## config.mk

```make
export PLATFORM = sky130hd
export DESIGN_NAME = bssc_cell
export DESIGN_NICKNAME = d
export VERILOG_FILES = /design/src/rtl/core/bssc_pkg.sv /design/src/rtl/core/bssc_cell.sv
export SDC_FILE = /design/constraint.sdc
export NUM_CORES = 1
export LEC_CHECK = 0
export ABC_CLOCK_PERIOD_IN_PS = 8600
export BUFFER_PORTS_ARGS = -buffer_cell sky130_fd_sc_hd__buf_4
export CAP_MARGIN = 20
export CORE_MARGIN = 1.5
export CORE_UTILIZATION = 56
export CTS_CLUSTER_DIAMETER = 150
export DETAILED_ROUTE_END_ITERATION = 6
export PLACE_DENSITY = 0.83
export SYNTH_ARGS = -nofsm -noshare
export SYNTH_HDL_FRONTEND = slang
export SYNTH_SLANG_ARGS = --single-unit
```

## constraint.sdc

```tcl
create_clock -name clk -period 8.6 [get_ports clk]
set_input_delay 1.29 -clock clk [delete_from_list [all_inputs] [get_ports clk]]
set_output_delay 1.29 -clock clk [all_outputs]
set_load 0.05 [all_outputs]
```

## src/rtl/core/bssc_pkg.sv

```systemverilog
// Shared types and constants for the bounded step sequence counter.
`default_nettype none

package bssc_pkg;

    localparam int COUNT_W = 30;
    localparam int ENTRY_W = 8;
    localparam int CFG_W   = 8;

    localparam logic [COUNT_W-1:0] COUNT_MOD = 30'd1000000007;

    // Control state of the top-level sequencer.
    typedef enum logic [2:0] {
        ST_IDLE = 3'b001,
        ST_SUM  = 3'b010,
        ST_EMIT = 3'b100
    } state_t;

    // Control bundle broadcast to every cell.
    typedef struct packed {
        logic step;   // apply one sequence element
        logic start;  // element is the first of its sequence
        logic shift;  // move counts one cell toward cell 0
    } cell_ctrl_t;

endpackage

`default_nettype wire

```

## src/rtl/core/bssc_cell.sv

```systemverilog
// One count cell: holds the count for a single value and talks to its neighbors.
`default_nettype none

module bssc_cell #(
    parameter int IDX   = 0,
    parameter int VAL_W = 8
) (
    input  wire                          clk,
    input  wire                          rst_n,
    input  wire bssc_pkg::cell_ctrl_t    ctrl,
    input  wire  [VAL_W-1:0]             entry_ext,
    input  wire  [VAL_W-1:0]             bound,
    input  wire  [bssc_pkg::COUNT_W-1:0] left_in,    // gated count of value-1
    input  wire  [bssc_pkg::COUNT_W-1:0] right_in,   // gated count of value+1
    input  wire  [bssc_pkg::COUNT_W-1:0] shift_in,   // raw count of next cell
    output logic [bssc_pkg::COUNT_W-1:0] gated_out,
    output logic [bssc_pkg::COUNT_W-1:0] count_out
);

    localparam logic [VAL_W-1:0] MY_VAL = VAL_W'(IDX + 1);

    logic [bssc_pkg::COUNT_W-1:0] count_reg;
    logic [bssc_pkg::COUNT_W-1:0] count_next;
    logic                         in_range;
    logic                         allowed;
    logic [bssc_pkg::COUNT_W+1:0] sum3;
    logic [bssc_pkg::COUNT_W+1:0] red1;
    logic [bssc_pkg::COUNT_W+1:0] red2;
    logic [bssc_pkg::COUNT_W+1:0] mod_ext;

    assign in_range  = (MY_VAL <= bound);
    assign allowed   = in_range && ((entry_ext == '0) || (entry_ext == MY_VAL));
    assign gated_out = in_range ? count_reg : '0;
    assign count_out = count_reg;

    // Sum is below 3*mod: two conditional subtracts bring it into range.
    assign mod_ext = {2'b00, bssc_pkg::COUNT_MOD};
    assign sum3    = {2'b00, left_in} + {2'b00, gated_out} + {2'b00, right_in};
    assign red1    = (sum3 >= mod_ext) ? (sum3 - mod_ext) : sum3;
    assign red2    = (red1 >= mod_ext) ? (red1 - mod_ext) : red1;

    always_comb
    begin
        count_next = count_reg;
        if (ctrl.step)
        begin
            if (!allowed)
                count_next = '0;
            else if (ctrl.start)
                count_next = bssc_pkg::COUNT_W'(1);
            else
                count_next = red2[bssc_pkg::COUNT_W-1:0];
        end
        else if (ctrl.shift)
        begin
            count_next = shift_in;
        end
    end

    always_ff @(posedge clk or negedge rst_n)
    begin
        if (!rst_n)
            count_reg <= '0;
        else
            count_reg <= count_next;
    end

endmodule

`default_nettype wire

```

* Word level (Yosys, flattened, before mapping)
Cells that the tools add are included.
** Word-level totals
- Output and inout bits :: 60
- Bits of input ports :: 111
- Memories kept :: 0
- Bits in writable memories :: 0
- Flip-flop bits (word level) :: 30
- Word-level logic and storage cells :: 20
- ROM bits :: 0
- Bits in latches :: 0
** Cells by class
- Bitwise gates (word level) :: 0
- Reduce and logical (&&, ||, !) cells :: 4
- Shift operators :: 0
- Add/sub/neg operators :: 4
- Multiplexer cells :: 7
- Eq/ne operators :: 1
- Div/mod/pow operators :: 0
- $mul :: 0
- $lt $le $gt $ge :: 3
** Operator list (number)
- 2-to-1 mux 30 bit :: 6
- greater-or-equal comparator 32 x 30 -> 1 bit (second input constant) :: 2
- adder 31 x 30 -> 32 bit :: 1
- 2-to-1 mux 32 bit :: 1
- subtractor 32 x 30 -> 32 bit (second input constant) :: 1
- adder 30 x 30 -> 31 bit :: 1
- subtractor 30 bit (second input constant) :: 1
- == test 8 x 1 -> 1 bit (second input constant) :: 1
- <= comparator 1 x 8 -> 1 bit (first input constant) :: 1
- logical NOT 8 bit :: 1
- nonzero test 2 bit :: 1
- logical AND 1 bit :: 1
- logical OR 1 bit :: 1

* Logic depth before layout (Yosys ltp)
Gate-level depths: netlist of the first run.
- Word-level depth :: 11
- Gate-level depth with buffers :: 34
- Depth with buffers taken out :: 28

* Worst setup path before layout of the first run
No wires, ideal clock.
- Path type :: input port to flip-flop
- Start :: in bound[7]
- End :: reg count_reg, in the netlist count_out[18]
- Stages on the path :: 34
- Required time :: 8470 ps
- Library setup time :: 130 ps
- Arrival :: 8125 ps
- Path buffers :: 6
- Setup slack :: 345 ps
- Path through :: nor4_1 -> nand2_1 -> clkbuf_1 -> and2_1 -> fa_1 -> ha_1 -> inv_1 -> fa_1 -> nand2b_1 -> a21o_1 -> a21o_1 -> buf_6 -> a21o_1 -> xor2_1 -> or2_0 -> buf_2 -> a211o_1 -> o21a_1 -> buf_6 -> nor2_2 -> buf_2 -> nand2_1 -> nand2_1 -> ha_1 -> nand3_1 -> or4_1 -> o211ai_1 -> o41ai_2 -> or4_4 -> nand4_4 -> nand2_1 -> buf_2 -> nor4b_1 -> nor3_1
** Between the ends
- Longest elaborated chain between the ends :: 11
- Elaborated cells between the ends (all ways) :: 14
- Classes of those cells :: 4 x add/sub; 3 x order compare; 6 x mux; 1 x reduce/logical
** RTL lines
- from (decl) :: RTL line bssc_cell.sv:12 : input wire [VAL_W-1:0] bound,
- <= comparator 1 x 8 -> 1 bit (*) :: RTL line bssc_cell.sv:31 : assign in_range = (MY_VAL <= bound);
- 2-to-1 mux 30 bit (*) :: RTL line bssc_cell.sv:33 : assign gated_out = in_range ? count_reg : '0;
- net gated_out (one bit) :: RTL line bssc_cell.sv:16 : output logic [bssc_pkg::COUNT_W-1:0] gated_out,
- adder 30 x 30 -> 31 bit (*) :: RTL line bssc_cell.sv:38 : assign sum3 = {2'b00, left_in} + {2'b00, gated_out} + {2'b00, right_in};
- adder 31 x 30 -> 32 bit (*) :: RTL line bssc_cell.sv:38
- subtractor 32 x 30 -> 32 bit or greater-or-equal comparator 32 x 30 -> 1 bit (tied branches) :: RTL line bssc_cell.sv:39 : assign red1 = (sum3 >= mod_ext) ? (sum3 - mod_ext) : sum3;
- 2-to-1 mux 32 bit (*) :: RTL line bssc_cell.sv:39
- subtractor 30 bit or greater-or-equal comparator 32 x 30 -> 1 bit (tied branches) :: RTL line bssc_cell.sv:40 : assign red2 = (red1 >= mod_ext) ? (red1 - mod_ext) : red1;
- 2-to-1 mux 30 bit (*) :: RTL line bssc_cell.sv:40
- 2-to-1 mux 30 bit (*) :: RTL line bssc_cell.sv:49 : else if (ctrl.start)
- 2-to-1 mux 30 bit (*) :: RTL line bssc_cell.sv:47 : if (!allowed)
- 2-to-1 mux 30 bit (*) :: RTL line bssc_cell.sv:45 : if (ctrl.step)
- to (signal assigned) :: RTL line bssc_cell.sv:65 : count_reg <= count_next;
- to (decl) :: RTL line bssc_cell.sv:22 : logic [bssc_pkg::COUNT_W-1:0] count_reg;
The timed path passes the listed nets; every way through them passes the cells marked *.
A chain may end at the register's enable or synchronous reset.

* Worst setup path in the final report of the first run
- Start :: in bound[3]
- End :: reg count_reg, in the netlist count_out[12]
** Between the ends
- Longest elaborated chain between the ends :: 11
- Elaborated cells between the ends (all ways) :: 14
- Classes of those cells :: 4 x add/sub; 3 x order compare; 6 x mux; 1 x reduce/logical
** RTL lines (RTL line)
- <= comparator 1 x 8 -> 1 bit (*) :: bssc_cell.sv:31
- 2-to-1 mux 30 bit :: bssc_cell.sv:33
- adder 30 x 30 -> 31 bit :: bssc_cell.sv:38
- adder 31 x 30 -> 32 bit :: bssc_cell.sv:38
- subtractor 32 x 30 -> 32 bit or greater-or-equal comparator 32 x 30 -> 1 bit (tied branches) :: bssc_cell.sv:39
- 2-to-1 mux 32 bit :: bssc_cell.sv:39
- subtractor 30 bit or greater-or-equal comparator 32 x 30 -> 1 bit (tied branches) :: bssc_cell.sv:40
- 2-to-1 mux 30 bit :: bssc_cell.sv:40
- 2-to-1 mux 30 bit :: bssc_cell.sv:49
- 2-to-1 mux 30 bit (*) :: bssc_cell.sv:47
- 2-to-1 mux 30 bit (*) :: bssc_cell.sv:45
Mark *: on every way between the ends. The rest lies on a longest branch, timed or not.

==> summary.md, run 1 <==
| Metric | Value |
|---|---|
| Status | `complete, no violations` |
| Largest net degree at the start of global routing | `33` |
| Worst slew margin | `52.0%` |
| Die width | `113 um` |
| Avg Cell Area, Syn | `7.67 um^2` |
| Synth top area cells | `dfrtp_1 11%, fa_1 9.1%, ha_1 5.7%` |
| Flops & latches, synth | `30` |
| Via count | `7,758` |
| Post-DP HPWL | `17.6 mm` |
| Register area | `751 um^2` |
| Final std cells w/o fill | `1,209` |
| WHS | `599 ps` |
| Synth cell types | `95` |
| Synthesis-to-finish area growth | `26.9%` |
| Routability cong. | `0.952` |
| Num CTS Buffers | `5` |
| Setup tns final | `0 ps` |
| Wire length per cell | `18.4 um` |
| Post-route ant nets | `0` |
| Row cnt | `40` |
| R2R Path End | `count_out[12]$_DFFE_PN0P_` |
| Hold_sp | `count_out[24]$_DFFE_PN0P_` |
| Worst vdd ir | `0.250 mV` |
| EDFF count, synth | `0` |
| Cell with the most instances after synthesis | `nand2_1` |
| Placed cells | `1,200` |
| Grt total ovfl | `0` |
| Share of layout cells above drive strength 1 | `26.6%` |
| Core Area | `11,900 um^2` |
| Final setup viols | `0` |
| Final hold vios | `0` |
| Max-capacitance violation count | `0` |
| Dominant cell type by area after synthesis | `dfrtp_1` |
| DR pass1 iterations | `5` |
| CTS root buf | `clkbuf_16` |
| Clock Pin Slew Worst Setup and Hold Paths | `60 ps` |
| I/O pin cnt | `171` |
| Worst-Margin Slew | `713 ps` |
| 1st-iter DRT viols | `889` |
| Footprint of the multi-input gates | `5730 um^2` |
| Largest fanout on the critical path | `20` |
| CTS tree | `done` |
| Unrepaired setup endpoints after global routing | `no` |
| # DRC | `0` |
| Async S/R FF share, synth | `100%` |
| First-pass GRT wire length | `35.4 mm` |
| Routed WL | `22.3 mm` |
| Hold_buf cts | `0` |
| Worst hold path endpoint | `count_out[24]$_DFFE_PN0P_` |
| Setup Skew | `2.79 ps` |
| Hold path cells | `2` |
| Initial Util | `57.0%` |
| Clock insertion delay at the later pin of the skew report | `290 ps` |
| CP arrival | `8290 ps` |
| Nets | `1,234` |
| Synth Instances | `885` |
| Vias in the first global route | `7,311` |
| Worst min path class | `flip-flop to flip-flop` |
| Leak | `0.00385 uW` |
| Reg2reg setup slack | `1810 ps` |
| Initial antenna violation count | `1` |
| Die ar. | `12,800 um^2` |
| Reg2Reg Launch Point | `count_out[1]$_DFFE_PN0P_` |
| Synth Cell Area | `6790 um^2` |
| Post-DR vias/cell | `6.42` |
| CTS max path bufs | `2` |
| Post-synth top area share | `11.1%` |
| Worst r2r path cells | `27` |
| Startpoint types | `input pin` |
| Most used DFF post-synth | `dfrtp_1` |
| Slew Viols, Final | `0` |
| Post-synthesis sequential area ratio | `11.1%` |
| Synth cell count leaders | `86 x nand2_1, 66 x a21oi_1, 54 x nor2_1` |
| Power density over cell area | `484 nW/um^2` |
| Crit path time final | `8140 ps` |
| # port buffers | `169` |
| Critical path capture point type | `flip-flop` |
| Die Y | `113 um` |
| Syn_nets | `1,058` |
| FMAX | `0.123 GHz` |
| # diodes | `0` |
| Overall routing resource usage | `34.0%` |
| Max reg flops | `30` |
| CP Class | `input pin to flip-flop` |
| Sink Count | `30` |
| Synth Warn # | `0` |
| CTS H-tree depth | `2` |
| Fraction of the cycle the final worst path needs | `94.6%` |
| Fill cell count | `985` |
| Req. time, crit path | `8760 ps` |
==> layout by cell type, fill, tap and decap left out, types with 8 or more instances in the layout <==
cell type and n:
and2_1 38, dfrtp_1 30, or3_1 10, o211ai_1 11, a21o_1 21, inv_1 45
nand3_1 32, o22ai_1 25, o31ai_1 9, buf_4 215, ha_1 30, nand4_1 11
nand2_1 83, fa_1 31, o21ai_0 32, xor2_1 18, nand2b_1 9, a31oi_1 19
and3_1 8, nor2_1 54, nor4_1 8, or2_2 9, a211oi_1 14, mux2i_1 16
xnor2_1 30, nor2b_1 11, nor3b_1 10, nor3_1 16, a21oi_1 66
==> layer usage <==
metal | part of all wire [%] | track usage, % | vias up
met1 | 43 | 46.3 | 3609
met4 | 2.3 | 11.2 | 0
met5 | 0 | 0 | -
met2 | 45 | 54.8 | 445
li1 | - | - | 3650
met3 | 9.7 | 6.05 | 54
==> metrics by stage <==
| step | util [%] | cell area (um^2) | worst slack [ps] | total power (uW) |
|---|---|---|---|---|
| after floorplan | - | 6790 | 345 | 2830 |
| after global placement | 70.2 | 8370 | 240 | 3730 |
| after detailed placement | 70.2 | 8370 | 136 | 3770 |
| after CTS | 71.7 | 8540 | 396 | 4020 |
| after global routing | 72.4 | 8620 | 7.61 | 4450 |
| final | 72.4 | 8620 | 465 | 4170 |
==> report_power, final <==
group | internal (uW) | leakage (uW) | switching (uW)
Clock | 137 | 0.0000760 | 77.5
Sequential | 172 | 0.000393 | 40.7
Combinational | 1430 | 0.00338 | 2310
Total | 1740 | 0.00385 | 2430
==> critical path, stage by stage <==
cell and delay (ps):
buf_4 110, nor4_1 290, nand2_1 170, buf_4 240, and2_1 220, fa_1 440, ha_1 440, a21oi_1 210
o21ai_0 170, a31oi_1 390, a2111oi_0 150, or4_1 570, mux2_2 310, nor2_1 250, o21ai_2 100, nand2_1 200
xnor2_2 160, ha_1 250, nand3_1 80, or4_1 430, o211ai_1 160, o41ai_2 140, or4_4 500, nand4_4 190
buf_4 230, nand3_1 110, xnor2_1 350, o22ai_1 120
==> worst max path at each step <==
stage	startpoint	to	slack [ps]	depth (start not counted)
4_1_cts	bound[3]	count_out[26]$_DFFE_PN0P_	400	27
3_3_place_gp	bound[7]	count_out[26]$_DFFE_PN0P_	240	27
6_report	bound[3]	count_out[12]$_DFFE_PN0P_	460	28
2_1_floorplan	bound[7]	count_out[18]$_DFFE_PN0P_	350	34
5_1_grt	bound[3]	count_out[27]$_DFFE_PN0P_	8	26
3_5_place_dp	bound[3]	count_out[26]$_DFFE_PN0P_	140	27
==> cell type report <==
type / instances / area share (%)
Timing Repair Buffer: 215 / 18.7
Clock inverter: 3 / 0.522
Sequential cell: 30 / 8.71
Clock buffer: 5 / 1.45
Inverter: 45 / 1.96
Tap cell: 147 / 2.13
Multi-Input combinational cell: 764 / 66.5
==> cell families (layout without fill, tap and decap cells) <==
logic type / count (synthesis) / in the layout / share of synthesized area, %
adder cells (fa/ha/maj): 62 / 62 / 14.8
multiplexers: 21 / 21 / 3.28
flip-flops: 30 / 30 / 11.1
AO/OA/AOI/OAI: 288 / 288 / 31.1
AND/OR/NAND/NOR: 340 / 340 / 27.1
buffers and inverters: 91 / 268 / 5.67
XOR/XNOR: 53 / 53 / 6.95
==> what timing repair did <==
action,4_1_cts,5_1_grt
setup endpoints to repair,0,24
gates resized for setup,0,17
buffers inserted,0,1
(Power assumes the default switching activity.)
==> run 2: changes to the inputs <==
--- a/config.mk
+++ b/config.mk
@@ -6,13 +6,13 @@
 export NUM_CORES = 1
 export LEC_CHECK = 0
 export ABC_CLOCK_PERIOD_IN_PS = 8600
-export BUFFER_PORTS_ARGS = -buffer_cell sky130_fd_sc_hd__buf_4
 export CAP_MARGIN = 20
 export CORE_MARGIN = 1.5
-export CORE_UTILIZATION = 56
+export CORE_UTILIZATION = 57
 export CTS_CLUSTER_DIAMETER = 150
 export DETAILED_ROUTE_END_ITERATION = 6
-export PLACE_DENSITY = 0.83
+export DONT_BUFFER_PORTS = 1
+export PLACE_DENSITY = 0.72
 export SYNTH_ARGS = -nofsm -noshare
 export SYNTH_HDL_FRONTEND = slang
 export SYNTH_SLANG_ARGS = --single-unit
==> run 2 against run 1 <==
The run now ends with design-rule violations left; sequential share of layout area rose by 1.4 points; utilization fell by 7.8 points; die area fell by 1.7%; first-iteration DRC count fell by 11%; critical path depth fell by 2; flip-flop and latch count did not move; final area fell by 14%; critical path type unchanged; critical endpoint is now count_out[26]$_DFFE_PN0P_.
==> summary.md, run 2 (synthesized netlist as in run 1, its figures left out) <==
| Metric | Value |
|---|---|
| Grt total ovfl | `0` |
| First-pass GRT wire length | `35.9 mm` |
| Nets | `1,079` |
| Critical path capture point type | `flip-flop` |
| Initial Util | `59.0%` |
| Clock Pin Slew Worst Setup and Hold Paths | `60 ps` |
| CTS H-tree depth | `2` |
| Max-capacitance violation count | `0` |
| CTS tree | `done` |
| Core Area | `11,500 um^2` |
| Sink Count | `30` |
| I/O pin cnt | `171` |
| Slew Viols, Final | `0` |
| Synthesis-to-finish area growth | `9.43%` |
| CP arrival | `8360 ps` |
| Placed cells | `1,040` |
| Die width | `112 um` |
| CTS max path bufs | `2` |
| Share of layout cells above drive strength 1 | `13.3%` |
| Largest fanout on the critical path | `12` |
| Fraction of the cycle the final worst path needs | `95.1%` |
| Worst min path class | `input pin to asynchronous set/reset pin` |
| # diodes | `0` |
| 1st-iter DRT viols | `793` |
| Via count | `7,266` |
| Commonest non-fill, non-tap cell in the layout | `nand2_1` |
| Critical path's largest stage delay | `550 ps` |
| Final setup viols | `0` |
| Die Y | `112 um` |
| Hold_buf cts | `0` |
| Post-DR vias/cell | `6.92` |
| Req. time, crit path | `8780 ps` |
| Most frequent cells in the layout | `85 x nand2_1, 65 x a21oi_1, 59 x buf_4, 54 x nor2_1, 45 x inv_1` |
| # port buffers | `0` |
| # DRC | `22` |
| Startpoint types | `input pin` |
| CP Class | `input pin to flip-flop` |
| Routability cong. | `0.958` |
| FMAX | `0.122 GHz` |
| Worst slew margin | `49.8%` |
| Routed WL | `22.8 mm` |
| Worst r2r path cells | `24` |
| Largest net degree at the start of global routing | `33` |
| Post-DP HPWL | `18.2 mm` |
| Num CTS Buffers | `5` |
| Die ar. | `12,600 um^2` |
| CP delay by family, top | `simple AND/OR/NAND/NOR gates` |
| Final hold vios | `0` |
| Instance count on the critical path | `26` |
| Crit path time final | `8180 ps` |
| Setup Skew | `5.62 ps` |
| CTS root buf | `clkbuf_16` |
| Failing checks | `design-rule violations` |
| Overall routing resource usage | `35.6%` |
| Worst-Margin Slew | `749 ps` |
| DR pass1 iterations | `7` |
| Max reg flops | `30` |
| Row cnt | `39` |
| Clock insertion delay at the later pin of the skew report | `290 ps` |
| Setup tns final | `0 ps` |
| WHS | `690 ps` |
| Wire length per cell | `21.7 um` |
| Worst path bufs/invs | `1` |
| Slowest-stage cell, CP | `nor4_1` |
| Final std cells w/o fill | `1,050` |
| Initial antenna violation count | `1` |
| Vias in the first global route | `6,764` |
| Post-route ant nets | `0` |
| Status | `finished, violations left` |
## run 2: worst paths after layout
kind                                                  end                       from  slack (ps)
min in group clk                count_out[24]$_DFFE_PN0P_  count_out[24]$_DFFE_PN0P_         840
worst min-delay path            count_out[23]$_DFFE_PN0P_                      rst_n         690
worst min register to register  count_out[24]$_DFFE_PN0P_  count_out[24]$_DFFE_PN0P_         840
max in group asynchronous       count_out[12]$_DFFE_PN0P_                      rst_n        7820
worst max-delay path            count_out[26]$_DFFE_PN0P_                   bound[3]         420
worst max register to register  count_out[26]$_DFFE_PN0P_   count_out[5]$_DFFE_PN0P_        1220
## run 2: cell type report
class	instances	area, um^2
Clock buffer	5	125
Clock inverter	3	45.0
Fill cell	1050	4080
Inverter	45	169
Multi-Input combinational cell	765	5720
Sequential cell	30	751
Tap cell	143	179
Timing Repair Buffer	59	443
## run 2: metal layers
metal  track usage (%)  part of all wire, %
met5                 0                    0
met4              8.69                  1.7
met3              4.91                  8.4
met2              56.2                   45
met1              51.7                   45
## run 2: metrics by stage
| step | area [um^2] | util [%] | setup WS, ps |
|---|---|---|---|
| 5_1_grt | 7430 | 64.5 | -0.970 |
| 4_1_cts | 7360 | 63.9 | 185 |
| 3_3_place_gp | 7190 | 62.4 | 107 |
| 3_5_place_dp | 7190 | 62.4 | -51.4 |
| 6_report | 7430 | 64.5 | 422 |
| 2_1_floorplan | 6790 | - | 345 |
## run 2: repair_timing
action,CTS,global route
resized for setup,0,10
endpoints found under the setup margin,0,12
setup buffers,0,1
Power of run 2 is left out: the tool's default activity adds up to more than one toggle a clock period on the data nets, which glitch-free logic cannot reach.
